==> config.mk <==
export PLATFORM = sky130hd
export DESIGN_NAME = bpa_ctrl
export DESIGN_NICKNAME = d
export VERILOG_FILES = /design/src/design/bpa_pkg.sv /design/src/design/bpa_ctrl.sv
export SDC_FILE = /design/constraint.sdc
export NUM_CORES = 1
export LEC_CHECK = 0
export ABC_AREA = 1
export BUFFER_PORTS_ARGS = -buffer_cell sky130_fd_sc_hd__buf_2
export CAP_MARGIN = 20
export CORE_MARGIN = 5
export CORE_UTILIZATION = 43
export CTS_CLUSTER_SIZE = 28
export DETAILED_ROUTE_END_ITERATION = 10
export PLACE_DENSITY = 0.73
export SLEW_MARGIN = 20
export SYNTH_ARGS = -nofsm -noshare
export SYNTH_HDL_FRONTEND = slang
export SYNTH_SLANG_ARGS = --single-unit
==> constraint.sdc <==
create_clock -name clock -period 1.4 [get_ports clock]
set_input_delay 0.28 -clock clock [delete_from_list [all_inputs] [get_ports clock]]
set_output_delay 0.28 -clock clock [all_outputs]
set_load 0.02 [all_outputs]
==> src/design/bpa_pkg.sv <==
package bpa_pkg;

   // Default sizing, handed down to the top level's parameters.
   localparam int PAGE_COUNT_DEF   = 4096;
   localparam int ORDER_LEVELS_DEF = 11;

   // Field widths fixed by the interface.
   localparam int PAGE_FIELD_W = 12;
   localparam int ORDER_W      = 4;
   localparam int ORD_CNT_W    = ORDER_W + 1;
   localparam int FREE_W       = 13;
   localparam int STATUS_W     = 2;
   localparam int CSR_DATA_W   = 13;
   localparam int CSR_INDEX_W  = 1;

   // Request kinds.
   localparam logic REQ_ALLOC = 1'b0;
   localparam logic REQ_FREE  = 1'b1;

   // Result status codes.
   localparam logic [STATUS_W-1:0] STAT_OK          = 2'd0;
   localparam logic [STATUS_W-1:0] STAT_NO_BLOCK    = 2'd1;
   localparam logic [STATUS_W-1:0] STAT_BAD_ORDER   = 2'd2;
   localparam logic [STATUS_W-1:0] STAT_DOUBLE_FREE = 2'd3;

   // Configuration register indexes and reset values.
   localparam logic [CSR_INDEX_W-1:0] CSR_ZONE_BASE  = 1'b0;
   localparam logic [CSR_INDEX_W-1:0] CSR_ZONE_TOTAL = 1'b1;
   localparam logic [PAGE_FIELD_W-1:0] ZONE_BASE_RESET  = 12'd0;
   localparam logic [CSR_DATA_W-1:0]   ZONE_TOTAL_RESET = 13'd4096;

   typedef struct packed {
      logic                    req_type;
      logic [ORDER_W-1:0]      block_order;
      logic [PAGE_FIELD_W-1:0] page_number;
   } req_item_type;

   typedef struct packed {
      logic [PAGE_FIELD_W-1:0] granted_page;
      logic [STATUS_W-1:0]     status;
      logic [FREE_W-1:0]       free_pages_left;
   } rsp_item_type;

   typedef enum logic [3:0] {
      S_CLEAR,
      S_IDLE,
      S_DECODE,
      S_A_SEARCH,
      S_A_TAKE,
      S_A_SPLIT,
      S_F_CHK,
      S_F_LOOP,
      S_F_BUDCHK,
      S_W_CHK,
      S_W_ADV,
      S_CLRBUD,
      S_PUSH,
      S_FINISH
   } fsm_state_type;

   typedef enum logic [4:0] {
      OP_NOP,
      OP_CLEAR,
      OP_LOAD,
      OP_SEARCH_NEXT,
      OP_A_READ,
      OP_A_TAKE,
      OP_A_SPLIT,
      OP_A_DONE,
      OP_F_READ_PAGE,
      OP_F_READ_BUD,
      OP_W_INIT,
      OP_W_STEP,
      OP_W_ADV,
      OP_UNLINK,
      OP_CLEAR_BUD,
      OP_PUSH,
      OP_RESULT
   } dp_op_type;

   typedef struct packed {
      dp_op_type           op;
      logic [STATUS_W-1:0] status;
      logic                grant;
   } dp_cmd_type;

   typedef struct packed {
      logic clr_done;
      logic is_free;
      logic order_bad;
      logic page_bad;
      logic o_end;
      logic head_nil;
      logic o_above_tgt;
      logic o_top;
      logic bud_out;
      logic rd_mark;
      logic rd_ord_match;
      logic cur_nil;
      logic cur_is_bud;
      logic steps_max;
   } dp_stat_type;

endpackage

==> src/design/bpa_ctrl.sv <==
module bpa_ctrl (
   input  logic                 clock,
   input  logic                 reset,
   input  logic                 req_valid,
   output logic                 req_ready,
   output logic                 rsp_valid,
   input  logic                 rsp_ready,
   input  bpa_pkg::dp_stat_type dp_stat,
   output bpa_pkg::dp_cmd_type  cmd
);

   bpa_pkg::fsm_state_type state_ff, state_in;
   logic                   rsp_valid_ff, rsp_valid_in;
   logic [bpa_pkg::STATUS_W-1:0] res_stat_ff, res_stat_in;
   logic                   res_grant_ff, res_grant_in;

   always_ff @(posedge clock) begin
      if (reset) begin
         state_ff     <= bpa_pkg::S_CLEAR;
         rsp_valid_ff <= 1'b0;
      end else begin
         state_ff     <= state_in;
         rsp_valid_ff <= rsp_valid_in;
      end
   end

   always_ff @(posedge clock) begin
      res_stat_ff  <= res_stat_in;
      res_grant_ff <= res_grant_in;
   end

   always_comb begin
      state_in     = state_ff;
      res_stat_in  = res_stat_ff;
      res_grant_in = res_grant_ff;
      rsp_valid_in = rsp_valid_ff && !rsp_ready;
      req_ready    = 1'b0;
      cmd          = '{op: bpa_pkg::OP_NOP, status: bpa_pkg::STAT_OK, grant: 1'b0};

      unique case (state_ff)
         bpa_pkg::S_CLEAR: begin
            if (dp_stat.clr_done) begin
               state_in = bpa_pkg::S_IDLE;
            end else begin
               cmd.op = bpa_pkg::OP_CLEAR;
            end
         end
         bpa_pkg::S_IDLE: begin
            req_ready = 1'b1;
            if (req_valid) begin
               cmd.op   = bpa_pkg::OP_LOAD;
               state_in = bpa_pkg::S_DECODE;
            end
         end
         bpa_pkg::S_DECODE: begin
            res_grant_in = 1'b0;
            res_stat_in  = bpa_pkg::STAT_OK;
            if (dp_stat.order_bad || (dp_stat.is_free && dp_stat.page_bad)) begin
               res_stat_in = bpa_pkg::STAT_BAD_ORDER;
               state_in    = bpa_pkg::S_FINISH;
            end else if (!dp_stat.is_free) begin
               state_in = bpa_pkg::S_A_SEARCH;
            end else begin
               cmd.op   = bpa_pkg::OP_F_READ_PAGE;
               state_in = bpa_pkg::S_F_CHK;
            end
         end
         bpa_pkg::S_A_SEARCH: begin
            if (dp_stat.o_end) begin
               res_stat_in = bpa_pkg::STAT_NO_BLOCK;
               state_in    = bpa_pkg::S_FINISH;
            end else if (dp_stat.head_nil) begin
               cmd.op = bpa_pkg::OP_SEARCH_NEXT;
            end else begin
               cmd.op   = bpa_pkg::OP_A_READ;
               state_in = bpa_pkg::S_A_TAKE;
            end
         end
         bpa_pkg::S_A_TAKE: begin
            cmd.op   = bpa_pkg::OP_A_TAKE;
            state_in = bpa_pkg::S_A_SPLIT;
         end
         bpa_pkg::S_A_SPLIT: begin
            if (dp_stat.o_above_tgt) begin
               cmd.op = bpa_pkg::OP_A_SPLIT;
            end else begin
               cmd.op       = bpa_pkg::OP_A_DONE;
               res_grant_in = 1'b1;
               state_in     = bpa_pkg::S_FINISH;
            end
         end
         bpa_pkg::S_F_CHK: begin
            if (dp_stat.rd_mark) begin
               res_stat_in = bpa_pkg::STAT_DOUBLE_FREE;
               state_in    = bpa_pkg::S_FINISH;
            end else begin
               state_in = bpa_pkg::S_F_LOOP;
            end
         end
         bpa_pkg::S_F_LOOP: begin
            if (dp_stat.o_top || dp_stat.bud_out) begin
               state_in = bpa_pkg::S_PUSH;
            end else begin
               cmd.op   = bpa_pkg::OP_F_READ_BUD;
               state_in = bpa_pkg::S_F_BUDCHK;
            end
         end
         bpa_pkg::S_F_BUDCHK: begin
            if (!dp_stat.rd_mark || !dp_stat.rd_ord_match) begin
               state_in = bpa_pkg::S_PUSH;
            end else begin
               cmd.op   = bpa_pkg::OP_W_INIT;
               state_in = bpa_pkg::S_W_CHK;
            end
         end
         bpa_pkg::S_W_CHK: begin
            if (dp_stat.cur_is_bud) begin
               cmd.op   = bpa_pkg::OP_UNLINK;
               state_in = bpa_pkg::S_CLRBUD;
            end else if (dp_stat.cur_nil || dp_stat.steps_max) begin
               state_in = bpa_pkg::S_PUSH;
            end else begin
               cmd.op   = bpa_pkg::OP_W_STEP;
               state_in = bpa_pkg::S_W_ADV;
            end
         end
         bpa_pkg::S_W_ADV: begin
            cmd.op   = bpa_pkg::OP_W_ADV;
            state_in = bpa_pkg::S_W_CHK;
         end
         bpa_pkg::S_CLRBUD: begin
            cmd.op   = bpa_pkg::OP_CLEAR_BUD;
            state_in = bpa_pkg::S_F_LOOP;
         end
         bpa_pkg::S_PUSH: begin
            cmd.op   = bpa_pkg::OP_PUSH;
            state_in = bpa_pkg::S_FINISH;
         end
         bpa_pkg::S_FINISH: begin
            if (!rsp_valid_ff || rsp_ready) begin
               cmd.op       = bpa_pkg::OP_RESULT;
               cmd.status   = res_stat_ff;
               cmd.grant    = res_grant_ff;
               rsp_valid_in = 1'b1;
               state_in     = bpa_pkg::S_IDLE;
            end
         end
         default: state_in = bpa_pkg::S_IDLE;
      endcase
   end

   assign rsp_valid = rsp_valid_ff;

   // A sync reset always restarts the clearing pass.
   a_reset_clears: assert property (@(posedge clock)
      reset |=> state_ff == bpa_pkg::S_CLEAR)
      else $error("reset did not restart the clearing pass");

   a_result_raises_valid: assert property (@(posedge clock) disable iff (reset)
      cmd.op == bpa_pkg::OP_RESULT |=> rsp_valid_ff)
      else $error("result loaded without a valid beat");

   a_no_overwrite: assert property (@(posedge clock) disable iff (reset)
      cmd.op == bpa_pkg::OP_RESULT |-> (!rsp_valid_ff || rsp_ready))
      else $error("pending result overwritten");

   a_accept_leaves_idle: assert property (@(posedge clock) disable iff (reset)
      (req_valid && req_ready) |=> state_ff == bpa_pkg::S_DECODE)
      else $error("accepted request not decoded");

endmodule

; ---- Word level (Yosys, flattened, before mapping)
; Cells that the tools add are included.
[word_totals]
word_cells = 78
regBits = 8
[op_classes]
muxes = 37
n_reduce_logical = 17
eq_ne = 20
[ops]
columns = cell, n
row1 = 5-bit one-hot mux with 13 select lines, 1
row2 = 4-bit two-way mux, 14
row3 = 4-bit one-hot mux with 14 select lines, 1
row4 = 4-bit equality test (second input constant), 6
row5 = 3-bit two-way mux, 8
row6 = 4-bit by 3-bit equality test with 1-bit output (second input constant), 4
row7 = 2-bit != test (second input constant), 6
row8 = 4-bit by 2-bit equality test with 1-bit output (second input constant), 2
row9 = 2-bit two-way mux, 4
row10 = 8-bit two-way mux, 1
row11 = 1-bit two-way mux, 6
row12 = 2-bit one-hot mux with 3 select lines, 1
row13 = 1-bit logical OR, 5
row14 = 5-bit AND reduction, 1
row15 = 4-bit by 1-bit equality test with 1-bit output (second input constant), 1
row16 = 1-bit zero test, 4
row17 = 4-bit zero test, 1
row18 = 3-bit != test (second input constant), 1
row19 = 3-bit AND reduction, 1
row20 = 3-bit nonzero test, 1
row21 = 1-bit logical AND, 2
row22 = 1-bit one-hot mux with 2 select lines, 1
row23 = 2-bit AND reduction, 1
row24 = 2-bit nonzero test, 1

; ---- Logic depth before layout (Yosys ltp)
; Gate-level depths: netlist of the first run.
[logic_depth]
ltp_word = 4
mapped_depth = 9

; ---- Worst setup path before layout of the first run
; Ideal clock, no wire load.
[synth_timing]
kind = register to output
startpoint = register state_ff[1]
endpoint = output port cmd[6] (netlist name)
required_ns = 1.120
setup_slack_ns = -0.234
stages_incl_launch_ff = 5
arrival_time_ns = 1.354
cell_sequence = dfxtp_1 > inv_1 > nor2_1 > nand2_1 > o31ai_1
[synth_lines]
columns = element, line_no
row1 = start: declaration, bpa_ctrl.sv:12  ; bpa_pkg::fsm_state_type state_ff, state_in;
row2 = start signal: assignment, bpa_ctrl.sv:19  ; state_ff <= bpa_pkg::S_CLEAR;
row3 = start signal: assignment, bpa_ctrl.sv:22  ; state_ff <= state_in;
row4 = end: declaration, bpa_ctrl.sv:9  ; output bpa_pkg::dp_cmd_type cmd

==> results of run 1 <==
-- cell families after synthesis --
kind of cell	count (synthesis)	synth area share, %
compound gates	18	12.6
buf+inv	25	12.0
flops	8	24.3
simple gates	96	51.1
-- per-stage QoR --
step	cells	utilization (%)	hold slack, ns	total power [mW]
floorplan	147	-	0.342	1.00
global placement	230	70.2	0.512	1.48
detailed placement	230	70.2	0.514	1.50
CTS	241	82.9	0.241	2.10
global route	244	93.3	0.243	2.65
finish	244	93.3	0.246	2.55
-- worst register-to-register path, cell delays in order (launching register included) --
cell,delay [ns]
sky130_fd_sc_hd__dfxtp_4,0.39
sky130_fd_sc_hd__inv_4,0.06
sky130_fd_sc_hd__buf_4,0.14
sky130_fd_sc_hd__nor2_4,0.10
sky130_fd_sc_hd__nand2_2,0.10
sky130_fd_sc_hd__buf_6,0.14
sky130_fd_sc_hd__buf_4,0.13
sky130_fd_sc_hd__nor2_1,0.08
sky130_fd_sc_hd__nor2_1,0.06
sky130_fd_sc_hd__nand3_1,0.12
sky130_fd_sc_hd__nand2_1,0.10
sky130_fd_sc_hd__a21oi_1,0.14
-- sequential cells by signal, summed over array words and instances (netlist names) --
name	flops
res_stat_ff	2
state_ff	4
res_grant_ff	1
rsp_valid	1
-- how the worst min path moves through the flow --
stage	end	slack, ns	from
6_report	state_ff[3]$_SDFFE_PP0P_	0.25	reset
5_1_grt	state_ff[3]$_SDFFE_PP0P_	0.24	reset
4_1_cts	state_ff[3]$_SDFFE_PP0P_	0.24	reset
3_5_place_dp	state_ff[2]$_SDFFE_PP0P_	0.51	reset
3_3_place_gp	state_ff[2]$_SDFFE_PP0P_	0.51	reset
2_1_floorplan	state_ff[2]$_SDFFE_PP0P_	0.34	reset
-- layer usage --
metal,part of all wire (%),vias up
met2,48,137
met3,12,47
met5,0,-
met4,7.6,0
li1,-,612
met1,33,632
-- cell usage after synthesis --
cell                       number  area share [%]
sky130_fd_sc_hd__inv_1         25              12
sky130_fd_sc_hd__nor2_2         2             1.6
sky130_fd_sc_hd__dfxtp_1        5              13
sky130_fd_sc_hd__edfxtp_1       3              12
sky130_fd_sc_hd__o31ai_1        1            0.96
sky130_fd_sc_hd__a21oi_1        9             5.8
sky130_fd_sc_hd__nand3b_1       1            0.96
sky130_fd_sc_hd__nor2_4         1             1.4
sky130_fd_sc_hd__nand4_1        2             1.6
sky130_fd_sc_hd__o21ai_0        5             3.2
sky130_fd_sc_hd__o221ai_1       1             1.1
sky130_fd_sc_hd__nand3_1       11             7.0
sky130_fd_sc_hd__or2_2          1            0.80
sky130_fd_sc_hd__nand2_1       47              23
sky130_fd_sc_hd__or2_1          1            0.80
sky130_fd_sc_hd__nor2_1        30              14
sky130_fd_sc_hd__a31oi_1        2             1.6
-- final cells by class --
| type | instances | area (sq um) |
|---|---|---|
| inverter | 25 | 104 |
| sequential | 8 | 205 |
| timing repair buffer | 68 | 518 |
| multi-input combinational | 114 | 726 |
| tap | 25 | 31.3 |
| fill | 64 | 116 |
| clock buffer | 4 | 26.3 |
-- what timing repair did --
item,4_1_cts,5_1_grt
pin swaps,10,9
endpoints found under the setup margin,15,15
setup buffers,7,3
resized for setup,51,41
-- where the power goes --
part	switching (mW)	internal (mW)	leakage (nW)
combinational	1.04	0.849	0.765
sequential	0.101	0.329	0.0714
clock	0.112	0.111	0.0150
total	1.26	1.29	0.851
==> metrics.log, run 1 <==
INFO  metric status = finished with violations
INFO  metric violated_checks = setup timing
INFO  metric critical_path.cell_chain = nand2_1, inv_1, nand4_1, nand3_1, nor2_2, o31ai_4, buf_6
INFO  metric total_drc_errors_in_the_routed_layout = 0
INFO  metric worst_setup_path_end_kind = primary output
INFO  metric numCtsBuffers = 3
INFO  metric holdPathStages = 2
INFO  metric grt_pass1_vias = 1336
INFO  metric fp-row-count = 15
INFO  metric instance_count_of_the_mapped_netlist = 147
INFO  metric cts_htree_levels = 1
INFO  metric synth-seq-cells = 8
INFO  metric fin_crit_sh = 134%
INFO  metric fmax = 535 MHz
INFO  metric post-dp-hpwl = 2.33 mm
INFO  metric syn-mean-instance-area = 5.33 sq um
INFO  metric startpoint = state_ff[0]$_SDFFE_PP0P_
INFO  metric netlist_area = 783 sq um
INFO  metric synth-seq-area-share = 24.3%
INFO  metric grt.total_usage = 31.0%
INFO  metric critical-path-top-delay-family = simple AND/OR/NAND/NOR gates
INFO  metric tritoncts = built
INFO  metric worst_setup_slack_after_layout = -0.470 ns
INFO  metric r2r_slack = -0.22 ns
INFO  metric core = 0.00173 sq mm
INFO  metric crit_cells = 7
INFO  metric boundary_pins = 28
INFO  metric reg2regPathDepth = 11
INFO  metric timing.critical_path.from_type = flop
INFO  metric portbufs = 27
INFO  metric die_height = 52.7 um
INFO  metric reg2reg_from = state_ff[1]$_SDFFE_PP0P_
INFO  metric final_cell_mix = 36 x sky130_fd_sc_hd__nand2_1, 36 x sky130_fd_sc_hd__buf_4, 18 x sky130_fd_sc_hd__buf_2
INFO  metric fin_nets = 238
INFO  metric worst_r2r_endpoint = state_ff[1]$_SDFFE_PP0P_
INFO  metric finalWeightedCongestion = 0.967
INFO  metric power.ir.vdd_worst = 1.48 mV
INFO  metric clock_insertion_delay_worst_skew = 0.28 ns
INFO  metric crit_buf_inv = 2
INFO  metric dr.first_iter.drc_count = 122
INFO  metric pwr_density_cell = 1580 mW/mm^2
INFO  metric rsz_0062_raised_after_global_routing = true
INFO  metric place_ws = -0.162 ns
INFO  metric clk_slew_on_worst_s_h_paths = 0.07 ns
INFO  metric area_growth = 106%
INFO  metric drt_wl_total = 4.63 mm
INFO  metric chipWidth = 52.7 um
INFO  metric drt-vias-per-instance = 5.85
INFO  metric drv_slew = 0
INFO  metric ctsHoldBuffers = 0
INFO  metric start_util = 45.4%
INFO  metric cp.required = 1.12 ns
INFO  metric detail_route.wl_per_cell = 19.0 um
INFO  metric placed_cell_area = 0.00121 sq mm
INFO  metric gr-usage-met2 = 55.2%
INFO  metric groute.layer.met3.usage = 6.27%
INFO  metric detail_route.first_pass.iterations = 5
INFO  metric gr-max-usage-layer = met2
INFO  metric antenna_violations_before_repair = 0
INFO  metric detail-route-antenna-nets = 0
INFO  metric report.final.setup_viol = 15
INFO  metric holdCritPathClass = input port to flop
INFO  metric clock-skew-final = 0.00161 ns
INFO  metric globalRouteMet1Util = 31.3%
INFO  metric drive_above_1_share = 56.2%
INFO  metric timing.critical_path.to = cmd[6]
INFO  metric yosys.cell_types.count = 17
INFO  metric critPathMaxFanout = 4
INFO  metric postLayoutCellArea = 0.00161 sq mm
INFO  metric critical_path_class = flop to primary output
INFO  metric clock_sinks = 8
INFO  metric globalRoute.totalOverflow = 0
INFO  metric ys_warn_count = 0
INFO  metric root_buffer = sky130_fd_sc_hd__clkbuf_4
INFO  metric tightestPinTransition = 0.317 ns
INFO  metric cp_slowest_cell = sky130_fd_sc_hd__dfxtp_4
INFO  metric critical_path_arrival = 1.59 ns
INFO  metric grt_start_max_net_pins = 7
INFO  metric cts-root-to-sink-buffers = 2
INFO  metric nets_in_the_synthesized_netlist = 165
INFO  metric rel_slew_slack = 78.8%
INFO  metric grt_pass1_wl = 6.09 mm
INFO  metric drv.max_cap_violation_count = 0
INFO  metric power.leakage = 0.851 nW
INFO  metric antenna_cells = 0
INFO  metric cp_slowest_stage_delay = 0.38 ns
INFO  metric hold_violations = 0
INFO  metric detailroute.via_count = 1428
INFO  metric floorplan.die_area = 0.00278 sq mm
INFO  metric timing.setup.tns = -4.23 ns
INFO  metric finalCriticalPeriod = 1.87 ns
Power figures use the tool's default switching activity.
==> run 2: changes to the inputs <==
--- a/config.mk
+++ b/config.mk
@@ -5,14 +5,14 @@
 export SDC_FILE = /design/constraint.sdc
 export NUM_CORES = 1
 export LEC_CHECK = 0
-export ABC_AREA = 1
 export BUFFER_PORTS_ARGS = -buffer_cell sky130_fd_sc_hd__buf_2
 export CAP_MARGIN = 20
 export CORE_MARGIN = 5
-export CORE_UTILIZATION = 43
+export CORE_UTILIZATION = 44
 export CTS_CLUSTER_SIZE = 28
 export DETAILED_ROUTE_END_ITERATION = 10
 export PLACE_DENSITY = 0.73
+export SKIP_LAST_GASP = 1
 export SLEW_MARGIN = 20
 export SYNTH_ARGS = -nofsm -noshare
 export SYNTH_HDL_FRONTEND = slang
==> metrics.log, run 2 <==
INFO  metric grt.total_usage = 24.8%
INFO  metric critPathMaxFanout = 5
INFO  metric hold_violations = 0
INFO  metric grt_pass1_wl = 5.30 mm
INFO  metric die_height = 54.5 um
INFO  metric finalCoreUtilization = 82.1%
INFO  metric yosys.cell_types.count = 46
INFO  metric worst_setup_path_end_kind = primary output
INFO  metric place_ws = -0.185 ns
INFO  metric cp_slowest_cell = sky130_fd_sc_hd__or4_4
INFO  metric reg_with_most_ffs = state_ff
INFO  metric core = 0.00192 sq mm
INFO  metric hold_ws = 0.250 ns
INFO  metric yosys.cell_count.top_type = sky130_fd_sc_hd__a21oi_1
INFO  metric drv.max_cap_violation_count = 0
INFO  metric drt-vias-per-instance = 6.14
INFO  metric synth_top_cell_by_area = sky130_fd_sc_hd__dfxtp_1
INFO  metric cts_htree_levels = 1
INFO  metric crit_buf_inv = 1
INFO  metric pwr_density_cell = 455 mW/mm^2
INFO  metric report.final.setup_viol = 14
INFO  metric fp-row-count = 16
INFO  metric largest_register_ff_count = 4
INFO  metric power.ir.vdd_worst = 0.493 mV
INFO  metric cp.required = 1.12 ns
INFO  metric clock-skew-final = 0.00870 ns
INFO  metric critical_path_class = flop to primary output
INFO  metric num-fill-cells = 120
INFO  metric total_drc_errors_in_the_routed_layout = 0
INFO  metric most_frequent_standard_cell_in_the_layout_excluding_fill_and_tap_cells = sky130_fd_sc_hd__buf_4
INFO  metric reg_top3 = state_ff (4), res_stat_ff (2)
INFO  metric clock_sinks = 8
INFO  metric fin_nets = 196
INFO  metric drive_above_1_share = 61.0%
INFO  metric synth-edff-count = 3
INFO  metric tritoncts = built
INFO  metric violated_checks = setup timing
INFO  metric status = finished with violations
INFO  metric critical_path.cell_chain = or2_4, or4_4, nand4_1, buf_6
INFO  metric chipWidth = 54.5 um
INFO  metric final_cell_mix = 33 x sky130_fd_sc_hd__buf_4, 18 x sky130_fd_sc_hd__buf_2, 15 x sky130_fd_sc_hd__buf_6
INFO  metric detail_route.first_pass.iterations = 4
INFO  metric dr.first_iter.drc_count = 80
INFO  metric yosysTopAreaCellShare = 11.5%
INFO  metric boundary_pins = 28
INFO  metric clk_slew_on_worst_s_h_paths = 0.06 ns
INFO  metric detailroute.via_count = 1253
INFO  metric ctsHoldBuffers = 0
INFO  metric antenna_cells = 0
INFO  metric rsz_0062_raised_after_global_routing = true
INFO  metric drv_slew = 0
INFO  metric netlist_area = 872 sq um
INFO  metric tightestPinTransition = 0.326 ns
INFO  metric root_buffer = sky130_fd_sc_hd__clkbuf_4
INFO  metric start_util = 45.4%
INFO  metric instance_count_of_the_mapped_netlist = 115
INFO  metric holdCritPathClass = input port to flop
INFO  metric detail_route.wl_per_cell = 17.5 um
INFO  metric synth-seq-cells = 8
INFO  metric antenna_violations_before_repair = 0
INFO  metric fin_crit_sh = 130%
INFO  metric globalRoute.totalOverflow = 0
INFO  metric drt_wl_total = 3.56 mm
INFO  metric critical_path_arrival = 1.54 ns
INFO  metric post-dp-hpwl = 2.38 mm
INFO  metric top_flip_flop_cell_by_instance_count_after_synthesis = sky130_fd_sc_hd__dfxtp_1
INFO  metric cp_slowest_stage_delay = 0.42 ns
INFO  metric ys_warn_count = 0
INFO  metric grt_start_max_net_pins = 16
INFO  metric detail-route-antenna-nets = 0
INFO  metric numCtsBuffers = 3
INFO  metric worst_setup_slack_after_layout = -0.416 ns
INFO  metric area_contributors_post_synth = sky130_fd_sc_hd__dfxtp_1 11%, sky130_fd_sc_hd__edfxtp_1 10%, sky130_fd_sc_hd__a21oi_1 8.6%
INFO  metric area_growth = 80.9%
INFO  metric floorplan.die_area = 0.00297 sq mm
INFO  metric fmax = 551 MHz
INFO  metric rel_slew_slack = 78.2%
INFO  metric post_synth_most_frequent_cells = 15 x sky130_fd_sc_hd__a21oi_1, 7 x sky130_fd_sc_hd__buf_2, 7 x sky130_fd_sc_hd__nor2_1, 7 x sky130_fd_sc_hd__o21ai_0, 6 x sky130_fd_sc_hd__nand2_1
INFO  metric synthArstFlopShare = 0%
INFO  metric grt_pass1_vias = 1213
INFO  metric portbufs = 27
INFO  metric nets_in_the_synthesized_netlist = 133
INFO  metric power.leakage = 0.638 nW
INFO  metric synth-seq-area-share = 21.8%
INFO  metric finalWeightedCongestion = 0.924
INFO  metric clock_insertion_delay_worst_skew = 0.26 ns
INFO  metric critical-path-top-delay-family = simple AND/OR/NAND/NOR gates
INFO  metric timing.critical_path.from_type = flop
INFO  metric cts-root-to-sink-buffers = 2
INFO  metric finalCriticalPeriod = 1.82 ns
INFO  metric syn-mean-instance-area = 7.58 sq um
run 2: cell count changes after synthesis, sizes merged, moves of 3 or more:
cell | before | now
o22ai | 0 | 3
nand2 | 47 | 6
nor3b | 0 | 5
inv | 25 | 5
buf | 0 | 9
nand3 | 11 | 1
and2 | 0 | 3
nand2b | 0 | 4
a21oi | 9 | 15
nor2 | 33 | 7
run 2: layout make-up:
cell class | instances | area [sq um] | share of cell area (%)
inverter | 5 | 22.5 | 1.43
multi-input combinational | 93 | 773 | 49.0
timing repair buffer | 67 | 522 | 33.1
sequential | 8 | 200 | 12.7
clock buffer | 4 | 26.3 | 1.67
tap | 27 | 33.8 | 2.14
run 2: cells by family (layout without fill, tap and decap cells):
kind of cell	Yosys count	count (layout)	synth area share (%)
compound gates	48	48	36.9
flops	8	8	21.8
xor+xnor	1	1	1.00
simple gates	44	44	31.6
buf+inv	14	76	8.75
run 2: per-layer routing:
layer / part of all wire [%] / GRT usage [%] / up-vias / routed length [um]
li1: - / - / 572 / -
met1: 37 / 27.2 / 568 / 1300
met2: 50 / 44.8 / 91 / 1770
met3: 9.7 / 5.18 / 22 / 345
met4: 4.2 / 12.0 / 0 / 148
met5: 0 / 0 / - / 0
run 2: path summary, 6_finish.rpt:
path | start | endpoint | slack (ns) | cells after the start
hold / removal | reset | rsp_valid$_SDFF_PP0_ | 0.25 | 2
setup / recovery | state_ff[1]$_SDFFE_PP0P_ | cmd[3] | -0.42 | 4
hold reg to reg | rsp_valid$_SDFF_PP0_ | rsp_valid$_SDFF_PP0_ | 0.60 | 2
setup reg to reg | state_ff[2]$_SDFFE_PP0P_ | state_ff[0]$_SDFFE_PP0P_ | -0.14 | 5
run 2: power breakdown:
part           total [mW]  switching [mW]  internal, mW
clock               0.196          0.0868         0.110
combinational       0.271           0.135         0.136
sequential          0.250         0.00666         0.244
run 2: timing repair:
action | CTS | global route
endpoints found under the setup margin | 14 | 16
pin swaps | 11 | 4
setup buffers | 4 | 3
resized for setup | 45 | 15
endpoints found under the hold margin | 0 | 0
run 2: per-stage QoR:
step	power (mW)	TNS, ns	std cells	area [sq um]
after floorplan	0.355	-0.514	115	912
after global placement	0.455	-1.25	195	1280
after detailed placement	0.463	-1.47	195	1280
after CTS	0.697	-3.25	202	1490
after global routing	0.751	-4.17	204	1580
final	0.718	-3.33	204	1580
==> run 3: changes to the inputs <==
--- a/config.mk
+++ b/config.mk
@@ -9,9 +9,11 @@
 export CAP_MARGIN = 20
 export CORE_MARGIN = 5
 export CORE_UTILIZATION = 44
+export CTS_BUF_LIST = sky130_fd_sc_hd__clkbuf_2
 export CTS_CLUSTER_SIZE = 28
 export DETAILED_ROUTE_END_ITERATION = 10
-export PLACE_DENSITY = 0.73
+export PLACE_DENSITY = 0.77
+export REMOVE_ABC_BUFFERS = 1
 export SKIP_LAST_GASP = 1
 export SLEW_MARGIN = 20
 export SYNTH_ARGS = -nofsm -noshare
==> metrics.log, run 3 (same netlist as run 2, synthesis figures left out) <==
INFO  metric drv_slew = 0
INFO  metric critical_path_arrival = 1.59 ns
INFO  metric finalCriticalPeriod = 1.87 ns
INFO  metric reg2regPathDepth = 6
INFO  metric ctsHoldBuffers = 0
INFO  metric power.leakage = 0.637 nW
INFO  metric power.switching = 0.235 mW
INFO  metric crit_buf_inv = 1
INFO  metric largest_register_ff_count = 4
INFO  metric grt_pass1_wl = 5.53 mm
INFO  metric crit_cells = 4
INFO  metric place_inst = 194
INFO  metric floorplan.die_area = 0.00297 sq mm
INFO  metric internal_power = 0.442 mW
INFO  metric drt_wl_total = 3.72 mm
INFO  metric status = finished with violations
INFO  metric cp_slowest_stage_delay = 0.54 ns
INFO  metric holdCritPathClass = input port to flop
INFO  metric switching_share = 34.7%
INFO  metric cts_htree_levels = 1
INFO  metric rsz_0062_raised_after_global_routing = true
INFO  metric critPathMaxFanout = 5
INFO  metric die_height = 54.5 um
INFO  metric fin_crit_sh = 134%
INFO  metric final_cell_mix = 30 x sky130_fd_sc_hd__buf_4, 18 x sky130_fd_sc_hd__buf_2, 14 x sky130_fd_sc_hd__buf_6
INFO  metric dr.first_iter.drc_count = 85
INFO  metric grt_start_max_net_pins = 17
INFO  metric fin_nets = 193
INFO  metric grt_pass1_vias = 1249
INFO  metric timing.critical_path.from_type = flop
INFO  metric root_buffer = sky130_fd_sc_hd__clkbuf_2
INFO  metric violated_checks = setup timing
INFO  metric hold_violations = 0
INFO  metric critical_path_class = flop to primary output
INFO  metric cts-root-to-sink-buffers = 2
INFO  metric drt-vias-per-instance = 6.39
INFO  metric area_growth = 76.6%
INFO  metric power.ir.vdd_worst = 0.539 mV
INFO  metric clock_sinks = 8
INFO  metric gr-max-usage-layer = met2
INFO  metric num-fill-cells = 120
INFO  metric core = 0.00192 sq mm
INFO  metric pwr_density_cell = 440 mW/mm^2
INFO  metric detail-route-antenna-nets = 0
INFO  metric tritoncts = built
INFO  metric groute.layer.met3.usage = 6.81%
INFO  metric worst_setup_path_end_kind = primary output
INFO  metric globalRoute.totalOverflow = 0
INFO  metric most_frequent_standard_cell_in_the_layout_excluding_fill_and_tap_cells = sky130_fd_sc_hd__buf_4
INFO  metric final_cells = 201
INFO  metric detailroute.via_count = 1285
INFO  metric grt.total_usage = 25.7%
INFO  metric critical_path.cell_chain = nand2b_4, or4b_4, nand4_1, buf_6
INFO  metric worst_setup_slack_after_layout = -0.470 ns
INFO  metric clock_insertion_delay_worst_skew = 0.25 ns
INFO  metric cp_slowest_cell = sky130_fd_sc_hd__or4b_4
INFO  metric clk_slew_on_worst_s_h_paths = 0.09 ns
INFO  metric drive_above_1_share = 59.2%
INFO  metric timing.critical_path.to = cmd[3]
INFO  metric total_drc_errors_in_the_routed_layout = 0
INFO  metric worst_r2r_endpoint = state_ff[0]$_SDFFE_PP0P_
INFO  metric antenna_cells = 0
INFO  metric tightestPinTransition = 0.321 ns
INFO  metric antenna_violations_before_repair = 0
INFO  metric start_util = 45.4%
INFO  metric report.final.setup_viol = 14
INFO  metric fmax = 535 MHz
INFO  metric drv.max_cap_violation_count = 0
INFO  metric finalWeightedCongestion = 0.979
INFO  metric detail_route.wl_per_cell = 18.5 um
INFO  metric reg_top3 = state_ff (4), res_stat_ff (2)
INFO  metric clock_power_share = 25.0%
INFO  metric cp.required = 1.12 ns
INFO  metric post-dp-hpwl = 2.33 mm
INFO  metric chipWidth = 54.5 um
INFO  metric power.sequential.fraction = 36.8%
INFO  metric globalRouteMet1Util = 28.8%
INFO  metric rel_slew_slack = 78.6%
INFO  metric fin_total_pwr = 0.677 mW
INFO  metric power.share.combinational = 38.2%
INFO  metric clock-skew-final = 0.00279 ns
INFO  metric reg2reg_from = state_ff[0]$_SDFFE_PP0P_
INFO  metric fp-row-count = 16
INFO  metric gr-usage-met2 = 45.8%
INFO  metric reg_with_most_ffs = state_ff
INFO  metric portbufs = 27
INFO  metric detail_route.first_pass.iterations = 5
INFO  metric r2r_slack = -0.16 ns
INFO  metric boundary_pins = 28
INFO  metric numCtsBuffers = 3
INFO  metric startpoint = state_ff[3]$_SDFFE_PP0P_
INFO  metric critical-path-top-delay-family = simple AND/OR/NAND/NOR gates
[run 3: worst min-delay path by stage]
stage	startpoint	cells after the start	end	slack (ns)
5_1_grt	reset	2	rsp_valid$_SDFF_PP0_	0.27
3_3_place_gp	reset	2	rsp_valid$_SDFF_PP0_	0.51
6_report	reset	2	rsp_valid$_SDFF_PP0_	0.27
3_5_place_dp	reset	2	rsp_valid$_SDFF_PP0_	0.52
2_1_floorplan	reset	1	rsp_valid$_SDFF_PP0_	0.35
4_1_cts	reset	2	rsp_valid$_SDFF_PP0_	0.26
[run 3: what timing repair did]
action                     4_1_cts  5_1_grt
pin swaps                       11        7
buffers inserted                 3        0
setup endpoints to repair       13       16
gates resized for setup         45       21
gates cloned                     0        0
[run 3: final cells by class]
type                    instances  area, sq um  area share [%]
multi-input cells              93          761            49.4
well taps                      27         33.8            2.19
repair buffers                 64          503            32.7
clock buffers                   4         20.0            1.30
flip-flops and latches          8          200            13.0
inverters                       5         22.5            1.46
[run 3: power groups by stage]
stage	sequential, mW	clock (mW)	combinational, mW
after floorplan	0.264	0	0.0777
after global placement	0.253	0	0.193
after detailed placement	0.254	0	0.197
after CTS	0.248	0.165	0.230
after global routing	0.250	0.177	0.274
final	0.249	0.170	0.259
[run 3: metrics by stage]
step	hold slack [ns]	area [sq um]	worst slack, ns	setup TNS [ns]	util [%]
floorplan	0.349	815	-0.531	-4.94	-
global placement	0.508	1240	-0.160	-0.919	64.5
detailed placement	0.524	1240	-0.199	-1.35	64.5
CTS	0.258	1450	-0.407	-3.03	75.3
global route	0.268	1540	-0.503	-4.06	80.1
finish	0.271	1540	-0.470	-3.53	80.1
[run 3: routing by layer]
layer	share of wire [%]	vias up
met5	0	-
met4	4.1	0
met3	10	28
met2	50	102
met1	35	593
li1	-	562
